[config.mk]
export PLATFORM = sky130hd
export DESIGN_NAME = q2e_fifo
export DESIGN_NICKNAME = d
export VERILOG_FILES = /design/src/rtl/q2e_pkg.sv /design/src/rtl/q2e_fifo.sv
export SDC_FILE = /design/constraint.sdc
export NUM_CORES = 1
export LEC_CHECK = 0
export BUFFER_PORTS_ARGS = -buffer_cell sky130_fd_sc_hd__buf_2
export CAP_MARGIN = 20
export CELL_PAD_IN_SITES_DETAIL_PLACEMENT = 1
export CELL_PAD_IN_SITES_GLOBAL_PLACEMENT = 2
export CORE_MARGIN = 8
export CORE_UTILIZATION = 35
export CTS_CLUSTER_SIZE = 12
export DETAILED_ROUTE_END_ITERATION = 7
export PLACE_DENSITY = 0.72
export RECOVER_POWER = 25
export SLEW_MARGIN = 20
export SYNTH_ARGS = -nofsm -noshare
export SYNTH_HDL_FRONTEND = slang
export SYNTH_SLANG_ARGS = --single-unit
[constraint.sdc]
create_clock -name aclk -period 5.8 [get_ports aclk]
set_input_delay 0.29 -clock aclk [delete_from_list [all_inputs] [get_ports aclk]]
set_output_delay 0.29 -clock aclk [all_outputs]
set_load 0.05 [all_outputs]
[src/rtl/q2e_pkg.sv]
// Shared types, constants and the arctangent table for the quaternion to
// Euler angle block. No dependencies.

package q2e_pkg;

    localparam int TERM_W       = 31;   // rotation term, Q.28, saturated to +-2
    localparam int CW           = 34;   // CORDIC vector width
    localparam int ZW           = 34;   // CORDIC angle width, Q.30 radians
    localparam int CORDIC_STEPS = 16;
    localparam int CORDIC_N     = (CORDIC_STEPS > 24) ? 24 : CORDIC_STEPS;
    localparam int SQRT_BITS    = 30;   // result bits of the magnitude root
    localparam int SUM_W        = 60;   // sum of two squared terms
    localparam int RES_W        = 61;   // root accumulator with headroom
    localparam int FIFO_DEPTH   = 4;
    localparam int FIFO_AW      = 2;
    localparam int FMT_STAGES   = 2;
    localparam int BACK_LAT     = 2 + SQRT_BITS + 1 + CORDIC_N + FMT_STAGES;

    localparam logic signed [ZW-1:0] HALF_PI_Q30 = 34'sd1686629713;
    localparam logic signed [23:0]   DEG_FACTOR  = 24'sd3754936;

    typedef logic signed [TERM_W-1:0] term_t;
    typedef logic signed [CW-1:0]     cvec_t;
    typedef logic signed [ZW-1:0]     zang_t;
    typedef logic signed [15:0]       angle_t;

    typedef struct packed {
        term_t r11;
        term_t r21;
        term_t r31;
        term_t r32;
        term_t r33;
    } terms_t;

    function automatic zang_t atan_q30(input int i);
        zang_t a;
        case (i)
            0:  a = 34'sd843314857;
            1:  a = 34'sd497837829;
            2:  a = 34'sd263043837;
            3:  a = 34'sd133525159;
            4:  a = 34'sd67021687;
            5:  a = 34'sd33543516;
            6:  a = 34'sd16775851;
            7:  a = 34'sd8388437;
            8:  a = 34'sd4194283;
            9:  a = 34'sd2097149;
            10: a = 34'sd1048576;
            11: a = 34'sd524288;
            12: a = 34'sd262144;
            13: a = 34'sd131072;
            14: a = 34'sd65536;
            15: a = 34'sd32768;
            16: a = 34'sd16384;
            17: a = 34'sd8192;
            18: a = 34'sd4096;
            19: a = 34'sd2048;
            20: a = 34'sd1024;
            21: a = 34'sd512;
            22: a = 34'sd256;
            23: a = 34'sd128;
            default: a = '0;
        endcase
        return a;
    endfunction

endpackage

[src/rtl/q2e_fifo.sv]
// Short queue of rotation terms between the front and back ends.
// Depends on q2e_pkg.

module q2e_fifo
    import q2e_pkg::*;
(
    input  logic   aclk,
    input  logic   aresetn,
    input  logic   push,
    input  terms_t push_data,
    input  logic   pop,
    output logic   full,
    output logic   not_empty,
    output terms_t pop_data
);

    terms_t               mem [FIFO_DEPTH];
    logic [FIFO_AW-1:0]   wr_ptr_reg, rd_ptr_reg;
    logic [FIFO_AW:0]     count_reg;

    assign full      = (count_reg == (FIFO_AW+1)'(FIFO_DEPTH));
    assign not_empty = (count_reg != '0);
    assign pop_data  = mem[rd_ptr_reg];

    always_ff @(posedge aclk) begin
        if (!aresetn) begin
            wr_ptr_reg <= '0;
            rd_ptr_reg <= '0;
            count_reg  <= '0;
        end else begin
            if (push) begin
                wr_ptr_reg <= wr_ptr_reg + 1'b1;
            end
            if (pop) begin
                rd_ptr_reg <= rd_ptr_reg + 1'b1;
            end
            if (push && !pop) begin
                count_reg <= count_reg + 1'b1;
            end else if (pop && !push) begin
                count_reg <= count_reg - 1'b1;
            end
        end
    end

    always_ff @(posedge aclk) begin
        if (push) begin
            mem[wr_ptr_reg] <= push_data;
        end
    end

    a_no_overflow: assert property (@(posedge aclk) disable iff (!aresetn)
        push |-> (!full || pop))
        else $error("queue written while full");
    a_no_underflow: assert property (@(posedge aclk) disable iff (!aresetn)
        pop |-> not_empty)
        else $error("queue read while empty");
    a_count_bound: assert property (@(posedge aclk) disable iff (!aresetn)
        count_reg <= (FIFO_AW+1)'(FIFO_DEPTH))
        else $error("queue count beyond depth");

endmodule

Word level (Yosys, flattened, before mapping) --
Memory sizes are Yosys's and may differ from the RTL's. A register that Yosys moved wholly into a read port is not among the register bits. Cells that the tools add are included.
Operators by class: add/subtract/negate cells 4, mux-type cells 6, reductions and logical operators 6, eq/ne operators 1
Operators by type and width (number):
- $mux W3 | 2
- $add A2 B1 Y2 const B | 2
- $mux W2 | 2
- $add A3 B1 Y3 const B | 1
- $eq A3 B3 Y1 const B | 1
- $reduce_bool A3 Y1 | 1
- $sub A3 B1 Y3 const B | 1
- $logic_and A1 B1 Y1 | 2
- $logic_not A1 Y1 | 2
- $mux W1 | 2
- $reduce_bool A2 Y1 | 1
Storage, ports and cells: logic and storage cells 21, register bits 7, memories kept 1, output and inout bits 157, memory bits (writable) 620, input bits 159
Memories:
- mem | words 4, width 155, rd ports 1, clocked after memory_dff 1, write ports 1, line q2e_fifo.sv:17 | terms_t mem [FIFO_DEPTH];

Depth between registers and ports, before layout --
depth after elaboration 4, depth in mapped cells 7

Least setup slack after synthesis --
No wires, ideal clock.
kind reg-to-reg, start register wr_ptr_reg[0], end memory mem[0][0] (netlist bit) (enable), data required time 5267 ps, arrival 4083 ps, path slack 1184 ps, clock period less this slack 4616 ps, path buffers 0, stages on the path, launching flop included 4, cell sequence dfxtp_1 > inv_1 > ha_1 > and2_1
RTL lines:
- from (decl) | line q2e_fifo.sv:18 | logic [FIFO_AW-1:0] wr_ptr_reg, rd_ptr_reg;
- from (signal assigned) | line q2e_fifo.sv:32 | wr_ptr_reg <= wr_ptr_reg + 1'b1;
- to (decl) | line q2e_fifo.sv:17
No word-level cell before the write port.

==> impl_summary.md <==
Synthesis
The post-synthesis area per instance is 26.74 um^2. The area fraction of the dominant cell type after synthesis is 81.72%. The most repeated cell in the gate-level netlist after synthesis is sky130_fd_sc_hd__edfxtp_1. Counting instances in the post-synthesis netlist gives the leading cell types as 620 x sky130_fd_sc_hd__edfxtp_1, 155 x sky130_fd_sc_hd__mux4_2, 16 x sky130_fd_sc_hd__buf_2, 11 x sky130_fd_sc_hd__buf_4. In this run the cell area of the synthesized design comes to 22780 um^2. In this run, synthesis produced a sequential element count of 629. Summing the sequential cell areas from Yosys gives 82.51% of the chip area. Yosys mapped a number of flops with a built-in enable equal to 620. Ranked by total cell area, the synthesized netlist is headed by sky130_fd_sc_hd__edfxtp_1 82%, sky130_fd_sc_hd__mux4_2 15%, sky130_fd_sc_hd__dfxtp_1 0.79%.

Of all cell types, the one taking the most synthesized area is sky130_fd_sc_hd__edfxtp_1. The top flip-flop cell by instance count after synthesis is sky130_fd_sc_hd__edfxtp_1. Counting every net in the synthesized netlist gives 1017. In the synthesized netlist the async set-or-reset flop fraction comes to 0%. The Yosys step of the flow raised 0 warnings.

The count of unique library cells instantiated by Yosys is 20. After technology mapping, the gate count stands at 852.

Placed design
At the placement stage, the worst setup path has a slack of 3.328 ns. Once detailed placement completed, the half-perimeter wirelength came to 30080 um. In this run the tool buffered the top-level ports with 315 buffer cells. Routability-driven placement finished with a final weighted congestion of 0.6690.

Power
The power density over cell area is 375.4 nW/um^2. Summed over all nets, the switching power comes to 2.872 mW. The fraction of power consumed by sequential logic is 48.7%.

The cell internal power dissipation is 7.979 mW. The net switching fraction of the power is 26.47%. Combinational logic is responsible for 14.5% of the overall power. The analysis attributes to cell leakage a power of 9.466 nW. The clock network fraction of total power is 36.9%.

The worst ir drop on vdd is 0.0002575 V.

Critical path
The kind of critical path is reg2out. The largest stage delay on the critical path is 0.63 ns. The arrival time reported for the critical path endpoint is 2.58 ns.

The signal on the critical path passes through buf_4 > mux4_2 > buf_2. Among all stages on the critical path, the largest delay is contributed by sky130_fd_sc_hd__buf_4. STA classifies the critical path endpoint as an output port. Of all nets on the critical path, the largest fanout is 44. The data required time at the worst endpoint is 5.51 ns.

The critical path startpoint category is a register.

Floorplanning
The site row count is 93. 316 I/O pins were placed. The area inside the core boundary is 64460 um^2. The die outline area is 73510 um^2. Measured along the y axis, the die boundary spans 271.1 um. The initial utilization of the core area, before any placement, comes to 35.34%. Measured along the x axis, the die boundary spans 271.1 um.

Detailed routing
For this block, the via count after detailed routing is 10870. After detailed routing, the average wire length per cell comes to 22.53 um. The DRC violation total after the first TritonRoute iteration is 598. The number of optimization iterations in the first detailed-route pass is 4. In the routed design, unresolved DRC markers number 0. The final wirelength is 51420 um.

The count of nets left with antenna violations once routing finished came out at 0. In the routed layout, each cell is associated on average with a via count of 4.761.

Layout
After filler insertion, the fill cell instance count of the layout stands at 6027. The number of flip-flops under the largest register name is 620. The net count of the finished layout is 1537. The post-route netlist has 34.06% of its cells at a drive strength greater than 1. The area growth from synthesis to layout is 26.89%.

Timing
The summed negative setup slack over all endpoints is 0 ns. Setup repair after global routing left no endpoint under its margin. The number of max-slew violations in the final report is 0. The highest attainable clock frequency is 348.8 MHz. Setup violations remaining at the end of the flow were counted as 0.

The clock skew is 0.01651 ns. Counting I/O delays and the setup requirement, the final critical path takes 2.867 ns. The slew of the pin with the lowest slew margin is 0.9123 ns.

The worst slew slack as a fraction of its limit is 39.18%. The final number of hold-violating endpoints is 0. The final worst setup slack is 2.933 ns.

Dividing the final minimum period by the clock period gives 49.43%.

Clocking
In this run the number of H-tree levels came out at 3. The post-CTS setup buffer count is 0. The CTS clock-pin slew for the worst setup and hold paths is 0.06 ns. The clock buffer count from CTS is 69.

TritonCTS built the clock tree. The clock reaches the later pin of the worst-skew pair after 0.59 ns. No sink is reached through more buffers than the 3 on the longest clock path. The tree is rooted in a sky130_fd_sc_hd__clkbuf_16. The CTS sink count is 629.

GRT
The via count of the first global-routing pass was 12230. The number of antenna violations at the first check in global routing came to 7. The global routing usage summed across all routing layers is 13.85%. The first global-routing pass estimated 77880 um of wire.

The maximum number of pins on one net before global-route repair is 91. The overall overflow remaining after global route is 0.

Hold path
The class of the worst hold path is in2reg.

Run status
The flow ran to the end, and the final reports show no timing, DRC or antenna violations.

Run
The count of max-cap constraint violations is 0.
==> worst paths after layout <==
check	start	endpoint	slack, ns	cells after the start
worst min-delay path	pop	register	0.09	3
worst min register to register	count_reg[2]$_SDFFE_PN0P_	count_reg[2]$_SDFFE_PN0P_	0.53	2
worst max-delay path	register	pop_data[87]	2.93	3
worst max register to register	wr_ptr_reg[0]$_SDFFE_PN0P_	mem[2][41]$_DFFE_PP_	3.37	4
==> stage by stage <==
| stage | hold WS [ns] | power, mW | std cells | area, um^2 | utilization, % |
|---|---|---|---|---|---|
| 2_1_floorplan | 0.3889 | 6.481 | 852 | 22780 | - |
| 3_3_place_gp | 0.4993 | 6.870 | 2000 | 25400 | 39.40 |
| 3_5_place_dp | 0.5065 | 6.900 | 2000 | 25400 | 39.40 |
| 4_1_cts | 0.03652 | 11.05 | 2279 | 29020 | 45.01 |
| 5_1_grt | 0.05880 | 11.25 | 2281 | 28910 | 44.84 |
| 6_report | 0.08715 | 10.85 | 2282 | 28910 | 44.84 |
==> layer usage <==
metal | share of wire, % | wire, um | GRT usage (%) | vias to the layer above
met3 | 7.1 | 3654 | 4.915 | 82
li1 | - | - | - | 4746
met1 | 39 | 20100 | 16.22 | 5753
met2 | 51 | 26440 | 23.70 | 276
met4 | 2.3 | 1169 | 4.568 | 8
met5 | 0.11 | 54 | 0 | -
==> power groups by stage <==
stage	sequential [mW]	combinational [mW]	clock (mW)
final	5.28	1.57	4.00
after global routing	5.30	1.66	4.30
after CTS	5.28	1.62	4.15
after detailed placement	5.38	1.52	0
after global placement	5.36	1.51	0
after floorplan	5.38	1.10	0
==> cell usage in the layout (no fill, tap or decap) <==
cell,n
sky130_fd_sc_hd__a21boi_0,1
sky130_fd_sc_hd__and2_1,5
sky130_fd_sc_hd__and2_4,4
sky130_fd_sc_hd__buf_12,7
sky130_fd_sc_hd__buf_2,223
sky130_fd_sc_hd__buf_4,5
sky130_fd_sc_hd__bufinv_16,1
sky130_fd_sc_hd__clkbuf_1,117
sky130_fd_sc_hd__clkbuf_16,69
sky130_fd_sc_hd__clkinv_1,9
sky130_fd_sc_hd__clkinv_2,8
sky130_fd_sc_hd__clkinv_8,4
sky130_fd_sc_hd__clkinvlp_4,4
sky130_fd_sc_hd__dfxtp_1,7
sky130_fd_sc_hd__dfxtp_4,2
sky130_fd_sc_hd__diode_2,3
sky130_fd_sc_hd__dlygate4sd3_1,156
sky130_fd_sc_hd__edfxtp_1,620
sky130_fd_sc_hd__fa_1,1
sky130_fd_sc_hd__ha_1,5
sky130_fd_sc_hd__inv_1,4
sky130_fd_sc_hd__inv_16,1
sky130_fd_sc_hd__inv_6,2
sky130_fd_sc_hd__mux2i_1,2
sky130_fd_sc_hd__mux4_2,155
sky130_fd_sc_hd__nand2_1,1
sky130_fd_sc_hd__nor2b_1,2
sky130_fd_sc_hd__nor3b_1,1
sky130_fd_sc_hd__o21ai_0,1
sky130_fd_sc_hd__or3_1,2
sky130_fd_sc_hd__xnor2_1,2
sky130_fd_sc_hd__xor2_1,3
==> worst max-delay path: cells and delay by family (launching register included) <==
| family | cells | cell delay (ns) |
|---|---|---|
| flops | 1 | 0.60 |
| mux | 1 | 0.45 |
| buf+inv | 2 | 0.87 |
==> repair_timing <==
item,in CTS,in global routing
setup endpoints to repair,0,0
hold buffers,156,0
endpoints found under the hold margin,627,0
resized for setup,0,0
==> area by class of cell <==
type	count	area (um^2)	area share [%]
flip-flops and latches	629	18810	65.05
clock buffers	94	1821	6.298
multi-input cells	185	3752	12.98
diodes	3	7.507	0.02597
inverters	4	15.01	0.05194
repair buffers	483	3201	11.07
clock inverters	29	236.5	0.8180
well taps	855	1070	3.701
==> logic make-up (layout without fill, tap and decap cells) <==
group           count (synthesis)  in the layout  share of synthesized area (%)
fa+ha+maj                       6              6                         0.3625
compound gates                  2              2                        0.05491
simple gates                   15             15                         0.4064
xor+xnor                        5              5                         0.1923
flops                         629            629                          82.51
mux                           157            157                          15.41
buf+inv                        38            610                          1.060
other cells                     0              3                              0
(Power assumes the default switching activity.)
